<file path="src/hw/rtl/mean_threshold_cursor_bitmap_assert.svh">
// Assertion macros used by the mean-threshold cursor bitmap back end sequencer
`ifndef MEAN_THRESHOLD_CURSOR_BITMAP_ASSERT_SVH
`define MEAN_THRESHOLD_CURSOR_BITMAP_ASSERT_SVH

// Same-cycle implication, sampled on clk, off during reset
`define MTCB_ASSERT_IMPL(label, ante, cons) \
	label: assert property (@(posedge clk) disable iff (!arst_n) (ante) |-> (cons)) \
		else $error("mtcb: same-cycle check failed");

// Next-cycle implication, sampled on clk, off during reset
`define MTCB_ASSERT_NEXT(label, ante, cons) \
	label: assert property (@(posedge clk) disable iff (!arst_n) (ante) |=> (cons)) \
		else $error("mtcb: next-cycle check failed");

`endif

</file>
<file path="src/hw/rtl/mtcb_pkg.sv">
// Package: constants, types and codes of the mean-threshold cursor bitmap block
`timescale 1ns / 1ps
`default_nettype none
package mtcb_pkg;
	localparam int MAX_WIDTH   = 64;
	localparam int MAX_HEIGHT  = 64;
	localparam int STORE_DEPTH = MAX_WIDTH * MAX_HEIGHT;
	localparam int ADDR_W      = $clog2(STORE_DEPTH);
	localparam int POS_W       = $clog2(STORE_DEPTH + 1);
	localparam int SUM_W       = $clog2(255 * STORE_DEPTH + 1);
	localparam int DIV_W       = SUM_W + 9;
	localparam int DIM_W       = 7;
	localparam int IDX_W       = 9;
	localparam int BINS        = 256;
	localparam int FIFO_DEPTH  = 4;
	localparam int CFG_IDX_W   = 2;
	localparam int CFG_DATA_W  = 8;

	localparam logic [15:0] W_RED   = 16'd13933;
	localparam logic [15:0] W_GREEN = 16'd46871;
	localparam logic [15:0] W_BLUE  = 16'd4732;

	typedef enum logic [1:0] {
		K_CLEAR  = 2'd0,
		K_LOAD   = 2'd1,
		K_FINISH = 2'd2,
		K_READ   = 2'd3
	} kind_t;

	typedef enum logic [1:0] {
		ST_OK        = 2'd0,
		ST_NO_OPAQUE = 2'd1,
		ST_FG_EMPTY  = 2'd2,
		ST_BG_EMPTY  = 2'd3
	} status_t;

	typedef enum logic [CFG_IDX_W-1:0] {
		CFG_ALPHA_LIMIT  = 2'd0,
		CFG_IMAGE_WIDTH  = 2'd1,
		CFG_IMAGE_HEIGHT = 2'd2
	} cfg_idx_t;

	typedef struct packed {
		logic [7:0]       alpha_limit;
		logic [DIM_W-1:0] image_width;
		logic [DIM_W-1:0] image_height;
	} cfg_t;

	typedef struct packed {
		kind_t            kind;
		logic [7:0]       grey;
		logic             opaque;
		logic [IDX_W-1:0] byte_index;
	} cmd_t;
endpackage
`default_nettype wire

</file>
<file path="src/hw/rtl/mtcb_front.sv">
// Front end: accept transactions, work out luma and opacity, push commands
`timescale 1ns / 1ps
`default_nettype none
module mtcb_front (
	input  wire logic          clk,
	input  wire logic          arst_n,
	input  wire mtcb_pkg::cfg_t cfg,
	input  wire logic          in_valid,
	output logic               in_ready,
	input  wire logic [1:0]    kind,
	input  wire logic [7:0]    red,
	input  wire logic [7:0]    green,
	input  wire logic [7:0]    blue,
	input  wire logic [7:0]    alpha,
	input  wire logic [8:0]    byte_index,
	output logic               push_valid,
	input  wire logic          push_ready,
	output mtcb_pkg::cmd_t     push_cmd
);
	import mtcb_pkg::*;

	logic             vld_s1;
	kind_t            kind_s1;
	logic [23:0]      pr_s1, pg_s1, pb_s1;
	logic             opq_s1;
	logic [IDX_W-1:0] idx_s1;
	logic [23:0]      luma_sum;

	assign in_ready = !vld_s1 || push_ready;

	always_ff @(posedge clk or negedge arst_n) begin
		if (!arst_n) begin
			vld_s1 <= 1'b0;
		end else if (in_ready) begin
			vld_s1 <= in_valid;
		end
	end

	// weighted products, one multiplier each, registered before the sum
	always_ff @(posedge clk) begin
		if (in_valid && in_ready) begin
			kind_s1 <= kind_t'(kind);
			pr_s1   <= 24'(W_RED * red);
			pg_s1   <= 24'(W_GREEN * green);
			pb_s1   <= 24'(W_BLUE * blue);
			opq_s1  <= (alpha >= cfg.alpha_limit);
			idx_s1  <= byte_index;
		end
	end

	assign luma_sum            = pr_s1 + pg_s1 + pb_s1;
	assign push_valid          = vld_s1;
	assign push_cmd.kind       = kind_s1;
	assign push_cmd.grey       = luma_sum[23:16];
	assign push_cmd.opaque     = opq_s1;
	assign push_cmd.byte_index = idx_s1;
endmodule
`default_nettype wire

</file>
<file path="config.mk">
export PLATFORM = sky130hd
export DESIGN_NAME = mtcb_front
export DESIGN_NICKNAME = d
export VERILOG_FILES = /design/src/hw/rtl/mean_threshold_cursor_bitmap_assert.svh /design/src/hw/rtl/mtcb_pkg.sv /design/src/hw/rtl/mtcb_front.sv
export SDC_FILE = /design/constraint.sdc
export NUM_CORES = 1
export LEC_CHECK = 0
export BUFFER_PORTS_ARGS = -buffer_cell sky130_fd_sc_hd__buf_4
export CORE_MARGIN = 4
export CORE_UTILIZATION = 40
export DETAILED_ROUTE_END_ITERATION = 12
export PLACE_DENSITY = 0.65
export SLEW_MARGIN = 30
export SYNTH_ARGS = -nofsm -noshare
export SYNTH_HDL_FRONTEND = slang
export SYNTH_SLANG_ARGS = --single-unit
</file>
<file path="constraint.sdc">
create_clock -name clk -period 3.25 [get_ports clk]
set_input_delay 0.65 -clock clk [delete_from_list [all_inputs] [get_ports clk]]
set_output_delay 0.65 -clock clk [all_outputs]
set_load 0.03 [all_outputs]
</file>
==> flow_summary_export.csv <==
group,metric,value,unit
outcome,status,"finished, violations left",
outcome,violations,"setup timing",
setup_path,crit_arrival,4200,ps
clock_tree,h-tree-depth,3,
setup_path,cpMaxStageDelayCell,"fa_1",
cells_and_area,final_nets,1577,
clock_tree,cts_tree,"done",
sta,final-max-slew-violation-count,0,
cells_and_area,diodes,0,
synth,synth.area.top_cells,"ha_1, edfxtp_1, fa_1",
floorplan,dieArea,26400,um2
sta,fin_crit_sh,126,%
clock_tree,clk_latency,350,ps
floorplan,die_x,162,um
sta,fmax,243,MHz
cells_and_area,multiInputGateArea,7590,um2
synth,yosysTopAreaCell,"ha_1",
clock_tree,cts_num_sinks,78,
setup_path,cp-end-kind,"flip-flop",
synth,synth_cell_types,53,
route,via_per_inst,4.78,
synth,syn_area_per_cell,10.8,um2
synth,synth_edf_count,77,
setup_path,crit_fanout,5,
sta,finalSetupViolCount,49,
route,vias,7369,
clock_tree,cts_root_buf,"clkbuf_16",
route,drc,0,
route,drtAntennaViolNets,0,
global_route,grt.overflow.total,0,
power_and_ir_drop,p_per_area,1080,nW/um2
floorplan,core_area,23500,um2
sta,whs,62.5,ps
placement,dp_hpwl,17.9,mm
floorplan,start_util,40.7,%
synth,synth-seq-cells,78,
placement,place_congestion,0.850,
setup_path,critPathKind,"input port to flip-flop",
synth,syn-num-nets,1239,
synth,synth_ff_type,"edfxtp_1",
global_route,antenna_found_initial,0,
global_route,grt_max_degree,52,
setup_path,cp_cell_sequence,"buf_6 -> ha_4 -> fa_1 -> inv_1 -> fa_1 -> inv_1 -> fa_1 -> ha_4 -> a211o_1 -> o31a_1 -> o41ai_4 -> o21ai_2 -> a311oi_2 -> xor2_1",
power_and_ir_drop,max-vdd-ir-drop,865,uV
global_route,track_usage,17.3,%
setup_path,startpoint_type,"input port",
placement,port_buffers,76,
global_route,grt_pass1_wl,36.9,mm
clock_tree,clk_pin_slew,70,ps
sta,grt_setup_unrepaired,"true",
sta,relSlewSlack,72.3,%
setup_path,cp_slowest_stage_delay,520,ps
synth,synth_area,9550,um2
route,dr.pass1.iters,4,
route,wl_per_cell,14.6,um
floorplan,die_y,162,um
sta,skew,9.86,ps
floorplan,top_level_ports,91,
sta,fin_crit,4110,ps
sta,fin_ws,-858,ps
clock_tree,clk_path_buf_depth,2,
cells_and_area,synthToLayoutAreaGrowth,47.2,%
synth,async_flop_share,1.28,%
cells_and_area,drive_above_1_share,43.4,%
synth,synth_warnings,0,
clock_tree,numCtsBuffers,9,
route,drt_iter0_drc,249,
synth,synth_top_area_share,24.6,%
flow_run,drv_cap,0,
power_and_ir_drop,finalPower,15.1,mW
route,wl,22.6,mm
synth,synthCells,881,
cells_and_area,ff_latch_area,2340,um2
power_and_ir_drop,power_leakage,6.83,nW
cells_and_area,n_fill_cell,1863,
setup_path,cpMostUsedCell,"fa_1",
floorplan,row_count,56,
clock_tree,ctsHoldBuffers,0,
setup_path,critPathRequiredTime,3350,ps
global_route,grt_pass1_vias,7853,
sta,hold_violations,0,
synth,ys_seq_area_share,24.5,%
sta,worst_pin_slew,415,ps
worst_hold_path,worstHoldPathType,"input port to asynchronous set/reset pin",
-- sequential cells by signal, summed over array words and instances, names as in the netlist --
name        flops
pg_s1          24
pr_s1          22
pb_s1          19
idx_s1          9
kind_s1         2
opq_s1          1
push_valid      1
-- power breakdown --
group	switching (mW)	leakage [nW]	internal (mW)
registers	0.203	0.745	1.69
logic	5.87	5.94	6.35
clock network	0.430	0.143	0.601
-- cells in the mapped netlist, types with 6 or more instances --
master      n
a21o_1     34
a21oi_1    47
a31oi_1     6
and3_1      7
edfxtp_1   77
fa_1      101
ha_1      188
inv_1     194
nand2_1    18
nand2b_1   14
nand3_1     9
nor2_1     23
nor2b_1    11
o21a_1     13
o21ai_0    18
xnor2_1    38
xor2_1     13
-- critical path, delay by kind of cell --
family,cells,cell delay [ps]
AOI/OAI and AO/OA,5,1310
xor gates and xnor gates,1,110
adders and majority gates,5,1900
buffers and inverters,3,230
-- path summary, 6_finish.rpt --
kind / start / endpoint / slack [ps] / depth (start not counted)
worst max-delay path: green[7] / pg_s1[23] / -860 / 14
worst min-delay path: arst_n / push_valid / 60 / 1
max in group asynchronous: arst_n / push_valid / 3110 / 1
min in group clk: byte_index[7] / idx_s1[7] / 470 / 1
worst min register to register: push_valid / push_valid / 550 / 2
worst max register to register: push_valid / pb_s1[11] / 1650 / 3
-- routing by layer --
metal  vias to the layer above  track usage, %  wire (um)
met5                         -               0          0
met4                         0            3.58        299
met3                        26            2.46        913
met2                       127            30.9      11400
met1                      3550            22.4       9910
li1                       3666               -          -
-- cells by family (layout without fill, tap and decap cells) --
group                      Yosys count  count (layout)  share of synthesized area [%]
and+or+nand+nor                    107             107                           5.95
buffers and inverters              198             541                           7.84
AOI/OAI and AO/OA                  158             158                           11.2
adders and majority gates          289             289                           45.8
DFF                                 78              78                           24.5
xor gates and xnor gates            51              51                           4.68
-- per-stage QoR --
stage / cells / util [%] / setup TNS (ps) / area (um2) / setup WS, ps
2_1_floorplan: 881 / - / -24300 / 9940 / -1020
3_5_place_dp: 1495 / 53.6 / -43750 / 12600 / -1320
5_1_grt: 1543 / 59.9 / -31490 / 14100 / -966
3_3_place_gp: 1495 / 53.6 / -41450 / 12600 / -1280
6_report: 1543 / 59.9 / -26140 / 14100 / -858
4_1_cts: 1530 / 57.9 / -25380 / 13600 / -815
-- cell type report --
class                      count  share of cell area, %
sequential                    78                   16.6
timing repair buffer         331                   19.2
clock inverter                 6                  0.490
multi-input combinational    605                   54.0
inverter                     194                   5.25
clock buffer                  10                   1.63
tap                          319                   2.84
-- placed cells by master (no fill, tap or decap), types with 4 or more instances in the layout --
master     synthesis  final
nor2_1            23     12
buf_8              0      4
fa_1             101     94
nor2_2             0     10
a211o_1            4      4
nor2b_1           11      7
xor2_1            13      8
xnor2_2            0      6
fa_2               0      7
ha_4               0     44
a21oi_4            0      6
ha_1             188    142
xor2_2             0      4
buf_6              0     38
o21ai_2            1     12
a21oi_2            0     18
a21o_1            34     34
nand3_1            9      5
o21ai_0           18      9
inv_2              0     25
a21oi_1           47     23
clkbuf_16          0      9
and3_1             7      5
nand2_1           18     14
o21a_1            13     11
inv_1            194    167
xnor2_1           38     32
buf_4              1    286
a211oi_2           0      4
nand4_1            4      4
edfxtp_1          77     77
a31oi_1            6      4
nand2b_1          14     14
-- repair_timing --
item	4_1_cts	5_1_grt
gates resized for setup	110	75
buffers inserted	26	17
pin swaps	99	47
endpoints found under the setup margin	51	50
endpoints found under the hold margin	0	0
No activity file was read; power rests on OpenSTA's default activity.
