**src/hw/rtl/mean_threshold_cursor_bitmap_assert.svh**
```systemverilog
// Assertion macros used by the mean-threshold cursor bitmap back end sequencer
`ifndef MEAN_THRESHOLD_CURSOR_BITMAP_ASSERT_SVH
`define MEAN_THRESHOLD_CURSOR_BITMAP_ASSERT_SVH

// Same-cycle implication, sampled on clk, off during reset
`define MTCB_ASSERT_IMPL(label, ante, cons) \
	label: assert property (@(posedge clk) disable iff (!arst_n) (ante) |-> (cons)) \
		else $error("mtcb: same-cycle check failed");

// Next-cycle implication, sampled on clk, off during reset
`define MTCB_ASSERT_NEXT(label, ante, cons) \
	label: assert property (@(posedge clk) disable iff (!arst_n) (ante) |=> (cons)) \
		else $error("mtcb: next-cycle check failed");

`endif

```
**src/hw/rtl/mtcb_pkg.sv**
```systemverilog
// Package: constants, types and codes of the mean-threshold cursor bitmap block
`timescale 1ns / 1ps
`default_nettype none
package mtcb_pkg;
	localparam int MAX_WIDTH   = 64;
	localparam int MAX_HEIGHT  = 64;
	localparam int STORE_DEPTH = MAX_WIDTH * MAX_HEIGHT;
	localparam int ADDR_W      = $clog2(STORE_DEPTH);
	localparam int POS_W       = $clog2(STORE_DEPTH + 1);
	localparam int SUM_W       = $clog2(255 * STORE_DEPTH + 1);
	localparam int DIV_W       = SUM_W + 9;
	localparam int DIM_W       = 7;
	localparam int IDX_W       = 9;
	localparam int BINS        = 256;
	localparam int FIFO_DEPTH  = 4;
	localparam int CFG_IDX_W   = 2;
	localparam int CFG_DATA_W  = 8;

	localparam logic [15:0] W_RED   = 16'd13933;
	localparam logic [15:0] W_GREEN = 16'd46871;
	localparam logic [15:0] W_BLUE  = 16'd4732;

	typedef enum logic [1:0] {
		K_CLEAR  = 2'd0,
		K_LOAD   = 2'd1,
		K_FINISH = 2'd2,
		K_READ   = 2'd3
	} kind_t;

	typedef enum logic [1:0] {
		ST_OK        = 2'd0,
		ST_NO_OPAQUE = 2'd1,
		ST_FG_EMPTY  = 2'd2,
		ST_BG_EMPTY  = 2'd3
	} status_t;

	typedef enum logic [CFG_IDX_W-1:0] {
		CFG_ALPHA_LIMIT  = 2'd0,
		CFG_IMAGE_WIDTH  = 2'd1,
		CFG_IMAGE_HEIGHT = 2'd2
	} cfg_idx_t;

	typedef struct packed {
		logic [7:0]       alpha_limit;
		logic [DIM_W-1:0] image_width;
		logic [DIM_W-1:0] image_height;
	} cfg_t;

	typedef struct packed {
		kind_t            kind;
		logic [7:0]       grey;
		logic             opaque;
		logic [IDX_W-1:0] byte_index;
	} cmd_t;
endpackage
`default_nettype wire

```
**src/hw/rtl/mtcb_fifo.sv**
```systemverilog
// Short command queue between the front end and the sequencer
`timescale 1ns / 1ps
`default_nettype none
module mtcb_fifo (
	input  wire logic           clk,
	input  wire logic           arst_n,
	input  wire logic           push_valid,
	output logic                push_ready,
	input  wire mtcb_pkg::cmd_t push_cmd,
	output logic                pop_valid,
	input  wire logic           pop,
	output mtcb_pkg::cmd_t      pop_cmd
);
	import mtcb_pkg::*;

	localparam int PTR_W = $clog2(FIFO_DEPTH);

	cmd_t               mem_q [FIFO_DEPTH];
	logic [PTR_W-1:0]   wp_q, rp_q;
	logic [PTR_W:0]     cnt_q;
	logic               do_push, do_pop;

	assign push_ready = (cnt_q != (PTR_W+1)'(FIFO_DEPTH));
	assign pop_valid  = (cnt_q != '0);
	assign do_push    = push_valid && push_ready;
	assign do_pop     = pop && pop_valid;
	assign pop_cmd    = mem_q[rp_q];

	always_ff @(posedge clk or negedge arst_n) begin
		if (!arst_n) begin
			wp_q  <= '0;
			rp_q  <= '0;
			cnt_q <= '0;
		end else begin
			if (do_push) wp_q <= wp_q + 1'b1;
			if (do_pop) rp_q <= rp_q + 1'b1;
			cnt_q <= cnt_q + (PTR_W+1)'(do_push) - (PTR_W+1)'(do_pop);
		end
	end

	always_ff @(posedge clk) begin
		if (do_push) mem_q[wp_q] <= push_cmd;
	end
endmodule
`default_nettype wire

```
**config.mk**
```make
export PLATFORM = sky130hd
export DESIGN_NAME = mtcb_fifo
export DESIGN_NICKNAME = d
export VERILOG_FILES = /design/src/hw/rtl/mean_threshold_cursor_bitmap_assert.svh /design/src/hw/rtl/mtcb_pkg.sv /design/src/hw/rtl/mtcb_fifo.sv
export SDC_FILE = /design/constraint.sdc
export NUM_CORES = 1
export LEC_CHECK = 0
export BUFFER_PORTS_ARGS = -buffer_cell sky130_fd_sc_hd__buf_2
export CAP_MARGIN = 20
export CORE_MARGIN = 3
export CORE_UTILIZATION = 50
export CTS_BUF_LIST = sky130_fd_sc_hd__clkbuf_2 sky130_fd_sc_hd__clkbuf_4 sky130_fd_sc_hd__clkbuf_8
export DETAILED_ROUTE_END_ITERATION = 12
export PLACE_DENSITY_LB_ADDON = 0.25
export RECOVER_POWER = 25
export SYNTH_ARGS = -nofsm -noshare
export SYNTH_HDL_FRONTEND = slang
export SYNTH_SLANG_ARGS = --single-unit
```
**constraint.sdc**
```tcl
create_clock -name clk -period 2.3 [get_ports clk]
set_input_delay 0 -clock clk [delete_from_list [all_inputs] [get_ports clk]]
set_output_delay 0 -clock clk [all_outputs]
set_load 0.05 [all_outputs]
```
==> results of run 1 <==
[synth_stat cells]
| cell type | number |
|---|---|
| edfxtp_1 | 80 |
| mux4_2 | 18 |
| dfrtp_1 | 7 |
| ha_1 | 6 |
| inv_1 | 6 |
| and3b_1 | 4 |
| nand2b_1 | 4 |
| xnor2_1 | 3 |
| buf_2 | 2 |
| buf_6 | 2 |
| mux4_1 | 2 |
| nand4bb_1 | 2 |
| o211ai_1 | 2 |
| fa_1 | 1 |
| nand2_1 | 1 |
| nor3b_4 | 1 |
| o311ai_1 | 1 |
| o31a_1 | 1 |
| or3_1 | 1 |
| xor2_1 | 1 |
[flip-flops by register name, summed over array words and instances (netlist names)]
| register | flops |
|---|---|
| mem_q | 80 |
| rp_q | 2 |
| cnt_q | 3 |
| wp_q | 2 |
[layout make-up]
type	count	area [um^2]
flip-flops and latches	87	2579
clock inverters	7	47.55
fillers	438	2285
multi-input cells	48	732.0
repair buffers	81	536.8
clock buffers	9	123.9
well taps	77	96.34
inverters	6	22.52
[how the worst min path moves through the flow]
stage / cells after the start / end / slack [ps]
floorplan: 0 / cnt_q[0] / -300
global placement: 1 / cnt_q[0] / -160
detailed placement: 1 / cnt_q[0] / -150
CTS: 2 / mem_q[2][1] / 380
global route: 2 / mem_q[0][18] / 420
finish: 2 / mem_q[3][18] / 410
[cells by family (layout without fill, tap and decap cells)]
kind of cell	after synthesis	count (layout)	synth area share, %
AOI/OAI and AO/OA	4	4	0.9669
xor gates and xnor gates	4	4	1.041
adders and majority gates	7	7	2.826
buffers and inverters	10	103	1.636
DFF	87	87	76.61
muxes	20	20	13.61
and+or+nand+nor	13	13	3.310
[power by group]
group	switching [mW]	internal [mW]	total [mW]
logic	1.56	0.815	2.37
registers	0.162	2.10	2.26
clock network	0.529	0.389	0.918
total	2.25	3.31	5.56
[routing by layer]
metal / GRT usage, % / up-vias / part of all wire, %
met4: 8.791 / 0 / 2.7
met1: 19.86 / 852 / 41
met2: 27.19 / 46 / 52
met3: 4.704 / 14 / 4.5
li1: - / 772 / -
met5: 0 / - / 0
[worst register-to-register path: cells and delay by family (launching register included)]
kind	cells	cell delay [ps]
xor gates and xnor gates	2	330
DFF	1	490
AOI/OAI and AO/OA	1	350
adders and majority gates	3	780
buffers and inverters	2	100
[repair_timing]
| item | in CTS | in global routing |
|---|---|---|
| hold buffers | 24 | 0 |
| setup buffers | 0 | 0 |
| endpoints found under the hold margin | 90 | 0 |
| gates resized for setup | 0 | 1 |
| endpoints found under the setup margin | 0 | 1 |
==> flow_metrics.py, run 1 <==
metrics = {
    "final_layout": {
        "final_cell_mix": "edfxtp_1 (80), buf_2 (30), dlygate4sd3_1 (24)",
        "final_common_cell": "edfxtp_1",
        "fin_area_um2": 4138,
        "diodes": 0,
        "nNetsFinal": 264,
        "stdcell_count": 315,
        "drive_gt1_share_pct": 32.35,
        "area_growth_pct": 22.98,
        "finish.utilization_pct": 64.43,
    },
    "setup_path": {
        "crit_chain": "o31a_1 > ha_1 > inv_1 > ha_1 > inv_1 > fa_1 > xnor2_1 > xnor2_1",
        "crit_arrival_ps": 2390,
        "reg2reg_depth": 8,
        "worst-path-stages": 8,
        "endpoint_kind": "flip-flop",
        "critical-path-top-delay-family": "adder cells",
        "worstSetupPathType": "flip-flop to flip-flop",
        "endpoint": "cnt_q[2]",
        "crit_slowest_cell": "dfrtp_2",
        "critPathMaxStageDelay_ps": 490,
        "critPathLaunchType": "flip-flop",
        "r2r_start": "cnt_q[1]",
        "path_max_fanout": 8,
        "path_buf_inv": 2,
        "required_ps": 2570,
        "r2r_slack_ps": 180,
        "cp-startpoint": "cnt_q[1]",
        "worst_r2r_endpoint": "cnt_q[2]",
    },
    "sta": {
        "finalCriticalPeriod_ps": 2121,
        "tns_ps": 0,
        "min_period_over_period_pct": 92.20,
        "setup_ws_ps": 179.4,
        "rsz0062_at_grt": "no",
        "fmax_ghz": 0.4716,
        "fin_hold_ws_ps": 412.6,
        "clock_skew_ps": 6.433,
        "slew_viol_final": 0,
        "worst-slew-pin-transition_ps": 440.5,
        "hold_viol_final": 0,
        "slew_headroom_pct": 70.63,
        "finalSetupViolations": 0,
    },
    "cts": {
        "numCtsBuffers": 9,
        "htree_levels": 3,
        "clk_latency_ps": 350,
        "clock_path_buffers": 2,
        "cts_tree": "done",
        "clockRootBuffer": "clkbuf_8",
        "cts_sinks": 87,
        "clkTransAtPathRegs_ps": 80,
    },
    "die": {
        "pin_count": 46,
        "num_rows": 29,
        "die_area_um2": 7749,
        "die_w_um": 88.03,
        "start_util_pct": 52.39,
        "core_um2": 6422,
        "die_y_um": 88.03,
    },
    "grt": {
        "first_global_vias": 1833,
        "antenna_found_initial": 0,
        "grt_pass1_wl_um": 9114,
        "gr-usage-all-layers_pct": 16.51,
        "grt_max_degree": 19,
        "globalRouteOverflowTotal": 0,
    },
    "place": {
        "io_buffers": 45,
        "placed_cells": 275,
        "placed_cell_area_um2": 3744,
        "dp_slack_ps": 138.8,
        "place.gp.congestion": 0.7708,
        "hpwl_um": 3807,
    },
    "logic_synthesis": {
        "synth_area_leaders": "edfxtp_1 (71%), mux4_2 (12%), dfrtp_1 (5.2%)",
        "synth_nets": 176,
        "synth_area_leader_cell": "edfxtp_1",
        "synth_warnings": 0,
        "netlist.area_leader.share_pct": 71.40,
        "syn_inst": 145,
        "synthesis.area_um2": 3364,
        "ys_ff_latch": 87,
        "synth_seq_area_share_pct": 76.61,
        "ys_types": 20,
        "syn_area_per_cell_um2": 23.20,
    },
    "pwr": {
        "peakVddDrop_v": 0.0007167,
        "p_per_area_nw_per_um2": 1343,
        "p_leak_nw": 1.464,
        "total_power_mw": 5.556,
    },
    "drt": {
        "drc": 0,
        "drt_pre_antenna_iters": 4,
        "ant_nets": 0,
        "drt_iter0_drc": 88,
        "viasPerCell": 5.346,
        "wire_per_inst_um": 18.11,
        "via_count": 1684,
        "routed_wl_um": 5705,
    },
    "hold_path": {
        "hp-start": "push_cmd[18]",
        "hold_class": "primary input to flip-flop",
    },
    "status": {
        "status": "finished, final reports clean",
    },
    "flow_run": {
        "max_cap_violations": 0,
    },
}
Power figures use the tool's default switching activity.
==> run 2: changes to the inputs <==
- CORE_MARGIN: 3 -> unset
- clock period: 2.3 -> 1.8 ns (I/O delays scaled with it)
==> run 2 against run 1 <==
Effect of this change:
- the flow now finishes with violations (DRC, setup timing)
- clock skew increased by 4.5 ps
- final cell count grew 2.2%
- power increased by 36%
- count of clock-buffer cells in the layout increased by 2
- sequential share of layout area fell by 2.3 points
- critical endpoint unchanged
- flip-flop and latch count did not move
- highest routed layer unchanged
- clock power rose by 45%
- design area is 3.9% higher
- worst hold slack got worse by 400 ps
- combinational power increased by 41%
==> flow_metrics.py, run 2 (same netlist as run 1, synthesis figures left out) <==
metrics = {
    "final_layout": {
        "regMostFlops": "mem_q",
        "diodes": 0,
        "final_common_cell": "edfxtp_1",
        "ff_latch_area_um2": 2580,
        "largest_reg_flops": 80,
        "drive_gt1_share_pct": 35.92,
        "fin_area_um2": 4299,
        "final_cell_mix": "edfxtp_1 (80), buf_2 (29), dlygate4sd3_1 (24)",
        "multi_input_area_um2": 749.5,
        "fillers": 449,
        "area_growth_pct": 27.78,
        "reg_top3": "mem_q (80), cnt_q (3)",
        "nNetsFinal": 271,
        "finish.utilization_pct": 66.94,
    },
    "grt": {
        "globalRouteOverflowTotal": 0,
        "first_global_vias": 1829,
        "antenna_found_initial": 0,
        "grt_pass1_wl_um": 9142,
        "gr-usage-all-layers_pct": 17.79,
        "grt_max_degree": 21,
    },
    "die": {
        "die_area_um2": 7061,
        "pin_count": 46,
        "die_y_um": 84.03,
        "core_um2": 6422,
        "start_util_pct": 52.39,
        "num_rows": 29,
        "die_w_um": 84.03,
    },
    "setup_path": {
        "crit_arrival_ps": 2260,
        "required_ps": 2030,
        "critPathMaxStageDelay_ps": 450,
        "crit_slowest_cell": "dfrtp_2",
        "r2r_slack_ps": -220,
        "crit_chain": "o31a_1 > ha_1 > inv_1 > ha_1 > inv_1 > fa_2 > xnor2_2 > xnor2_1",
        "worstSetupPathType": "flip-flop to flip-flop",
        "critPathLaunchType": "flip-flop",
        "endpoint_kind": "flip-flop",
        "path_max_fanout": 4,
    },
    "cts": {
        "clkTransAtPathRegs_ps": 90,
        "cts_sinks": 87,
        "htree_levels": 3,
        "cts_tree": "done",
        "clk_latency_ps": 340,
        "clock_path_buffers": 2,
        "numCtsBuffers": 9,
        "clockRootBuffer": "clkbuf_8",
    },
    "drt": {
        "viasPerCell": 5.354,
        "ant_nets": 0,
        "routed_wl_um": 5723,
        "via_count": 1724,
        "drt_pre_antenna_iters": 8,
        "wire_per_inst_um": 17.77,
        "drc": 8,
        "drt_iter0_drc": 84,
    },
    "sta": {
        "tns_ps": -361.0,
        "clock_skew_ps": 10.95,
        "finalSetupViolations": 2,
        "slew_headroom_pct": 80.61,
        "setup_ws_ps": -224.1,
        "rsz0062_at_grt": "yes",
        "fmax_ghz": 0.4941,
        "finalCriticalPeriod_ps": 2024,
        "hold_viol_final": 0,
        "min_period_over_period_pct": 112.4,
        "slew_viol_final": 0,
        "fin_hold_ws_ps": 10.18,
        "worst-slew-pin-transition_ps": 286.3,
    },
    "place": {
        "hpwl_um": 3559,
        "io_buffers": 45,
        "placed_cell_area_um2": 3834,
        "place.gp.congestion": 0.7925,
    },
    "pwr": {
        "p_per_area_nw_per_um2": 1752,
        "total_power_mw": 7.534,
        "p_leak_nw": 1.540,
        "peakVddDrop_v": 0.0008452,
    },
    "flow_run": {
        "max_cap_violations": 0,
    },
    "status": {
        "failed_checks": "DRC, setup timing",
        "status": "finished with violations",
    },
    "hold_path": {
        "hold_class": "primary input to flip-flop",
    },
}
run 2: layout make-up:
cell class                      count  area share [%]
Timing Repair Buffer               88           15.22
Inverter                            6          0.5239
Tap cell                           77           2.241
Sequential cell                    87           60.01
Clock buffer                       11           3.230
Multi-Input combinational cell     48           17.43
Clock inverter                      5           1.339
run 2: report_power, final:
part	internal [mW]	switching [mW]	leakage, nW
sequential	2.69	0.175	0.813
clock	0.673	0.653	0.0944
combinational	1.27	2.08	0.633
total	4.63	2.91	1.54
run 2: layer usage:
metal  global-route usage, %  vias to the layer above  wire length [um]
li1                        -                      790                 -
met1                   21.49                      888              2443
met2                   30.48                       36              3017
met3                   3.660                       10               158
met4                   8.934                        0               103
met5                       0                        -                 0
run 2: repair_timing:
item | CTS | global route
buffers inserted | 4 | 0
endpoints found under the hold margin | 88 | 0
resized for setup | 2 | 2
hold buffers | 24 | 0
pin swaps | 3 | 2
endpoints found under the setup margin | 2 | 3
run 2: final timing paths:
check                           start       end  cells after the start
max                          cnt_q[1]  cnt_q[2]                      8
min                        push_valid   wp_q[1]                      3
max reg2reg                  cnt_q[1]  cnt_q[2]                      8
min reg2reg                   rp_q[1]   rp_q[1]                      1
max in group asynchronous      arst_n  cnt_q[2]                      4
min in group asynchronous      arst_n  cnt_q[1]                      3
run 2: through the flow:
step | worst slack (ps) | std cells
2_1_floorplan | -187.7 | 145
3_3_place_gp | -135.6 | 278
3_5_place_dp | -261.8 | 278
4_1_cts | -209.0 | 322
5_1_grt | -306.7 | 322
6_report | -224.1 | 322
run 2: worst max-delay path: cells and delay by family (launching register included):
kind | cells | cell delay (ps)
flip-flops | 1 | 450
buffers and inverters | 2 | 120
adder cells (fa/ha/maj) | 3 | 760
XOR/XNOR | 2 | 280
AO/OA/AOI/OAI | 1 | 320
==> run 3: changes to the inputs <==
- CTS_BUF_LIST: sky130_fd_sc_hd__clkbuf_2 sky130_fd_sc_hd__clkbuf_4 sky130_fd_sc_hd__clkbuf_8 -> sky130_fd_sc_hd__clkbuf_2
==> run 3 against run 2 <==
Effect of this change:
- via count rose by 0.52%
- die area did not move
- clock skew rose by 15 ps
- register-to-register slack barely moved
- non-clock buffer count rose by 3
- the run still ends with DRC, setup timing left
==> flow_metrics.py, run 3 (same netlist as run 1, synthesis figures left out) <==
metrics = {
    "status": {
        "status": "finished with violations",
        "failed_checks": "DRC, setup timing",
    },
    "cts": {
        "htree_levels": 3,
        "clk_latency_ps": 480,
        "cts_sinks": 87,
        "clkTransAtPathRegs_ps": 230,
        "clock_path_buffers": 2,
        "numCtsBuffers": 9,
        "cts_tree": "done",
        "clockRootBuffer": "clkbuf_2",
    },
    "setup_path": {
        "reg2reg_depth": 9,
        "crit_slowest_cell": "dfrtp_2",
        "cp-startpoint": "cnt_q[0]",
        "r2r_start": "cnt_q[0]",
        "worst_r2r_endpoint": "cnt_q[2]",
        "worstSetupPathType": "flip-flop to flip-flop",
        "r2r_slack_ps": -230,
        "critPathMaxStageDelay_ps": 500,
        "required_ps": 2240,
        "crit_arrival_ps": 2470,
        "endpoint_kind": "flip-flop",
        "crit_chain": "nor3b_4 > nand2b_4 > ha_4 > inv_2 > ha_4 > inv_2 > fa_2 > xnor2_2 > xnor2_1",
        "critPathLaunchType": "flip-flop",
        "path_max_fanout": 5,
        "endpoint": "cnt_q[2]",
    },
    "final_layout": {
        "nNetsFinal": 274,
        "final_cell_mix": "edfxtp_1 (80), dlygate4sd3_1 (24), buf_6 (21)",
        "reg_top3": "mem_q (80), cnt_q (3)",
        "regMostFlops": "mem_q",
        "final_common_cell": "edfxtp_1",
        "fillers": 429,
        "drive_gt1_share_pct": 40.32,
        "stdcell_count": 325,
        "diodes": 0,
        "area_growth_pct": 32.13,
        "largest_reg_flops": 80,
    },
    "die": {
        "die_w_um": 84.03,
        "pin_count": 46,
        "die_area_um2": 7061,
        "num_rows": 29,
        "core_um2": 6422,
        "die_y_um": 84.03,
        "start_util_pct": 52.39,
    },
    "grt": {
        "first_global_vias": 1886,
        "grt_pass1_wl_um": 9425,
        "grt_max_degree": 21,
        "antenna_found_initial": 0,
        "globalRouteOverflowTotal": 0,
        "gr-usage-all-layers_pct": 18.23,
    },
    "place": {
        "placed_cells": 278,
        "place.gp.congestion": 0.7925,
        "dp_slack_ps": -261.8,
        "hpwl_um": 3559,
        "io_buffers": 45,
    },
    "sta": {
        "finalSetupViolations": 16,
        "worst-slew-pin-transition_ps": 334.4,
        "slew_viol_final": 0,
        "fmax_ghz": 0.4925,
        "slew_headroom_pct": 77.63,
        "setup_ws_ps": -230.3,
        "clock_skew_ps": 26.37,
        "min_period_over_period_pct": 112.8,
        "rsz0062_at_grt": "yes",
        "hold_viol_final": 0,
        "tns_ps": -1373,
        "finalCriticalPeriod_ps": 2030,
    },
    "drt": {
        "drt_pre_antenna_iters": 9,
        "ant_nets": 0,
        "wire_per_inst_um": 18.31,
        "viasPerCell": 5.332,
        "routed_wl_um": 5952,
        "via_count": 1733,
        "drc": 8,
        "drt_iter0_drc": 74,
    },
    "pwr": {
        "p_leak_nw": 1.581,
        "total_power_mw": 7.921,
        "p_per_area_nw_per_um2": 1782,
        "peakVddDrop_v": 0.001041,
    },
    "hold_path": {
        "hold_class": "primary input to flip-flop",
    },
    "flow_run": {
        "max_cap_violations": 0,
    },
}
## run 3: per-layer routing
layer	part of all wire [%]	GRT usage, %
met2	54	32.41
met1	42	21.98
met5	0	0
met4	1.4	7.367
met3	2.9	3.363
## run 3: critical path: cells and delay by family, from the launching register on
kind	cells	cell delay, ps
xor+xnor	2	290
buf+inv	2	90
simple gates	2	380
fa+ha+maj	3	710
flops	1	500
## run 3: cell type report
class / instances / area (um^2) / share of cell area [%]
sequential: 87 / 2581 / 58.06
timing repair buffer: 91 / 860.8 / 19.36
multi-input combinational: 48 / 772.0 / 17.37
tap: 77 / 96.34 / 2.167
clock inverter: 5 / 57.56 / 1.295
clock buffer: 11 / 55.05 / 1.238
inverter: 6 / 22.52 / 0.5066
## run 3: through the flow
step / hold WS, ps / instance area (um^2) / utilization, %
after floorplan: -295.6 / 3369 / -
after global routing: 248.3 / 4446 / 69.22
final: 248.4 / 4446 / 69.22
after global placement: -159.2 / 3834 / 59.69
after CTS: 195.0 / 4432 / 69.00
after detailed placement: -155.5 / 3834 / 59.69
## run 3: where the power goes
group / internal (mW) / total, mW / switching, mW / leakage [nW]
sequential: 2.69 / 2.88 / 0.190 / 0.812
combinational: 1.85 / 4.09 / 2.23 / 0.703
clock: 0.332 / 0.958 / 0.626 / 0.0662
total: 4.87 / 7.92 / 3.05 / 1.58
## run 3: worst min-delay path by stage
stage               cells past startpoint         start           end  slack (ps)
CTS                                     2   push_cmd[0]   mem_q[0][0]         190
finish                                  2   push_cmd[7]   mem_q[3][7]         250
detailed placement                      1        arst_n      cnt_q[2]        -160
global placement                        1        arst_n       rp_q[1]        -160
global route                            2  push_cmd[17]  mem_q[3][17]         250
floorplan                               0        arst_n      cnt_q[0]        -300
## run 3: timing repair
| action | CTS | global route |
|---|---|---|
| buffers inserted | 7 | 0 |
| hold endpoints to repair | 91 | 0 |
| gates cloned | 1 | 0 |
| gates resized for setup | 51 | 12 |
| pin swaps | 3 | 4 |
| hold buffers | 24 | 0 |
| setup endpoints to repair | 22 | 23 |
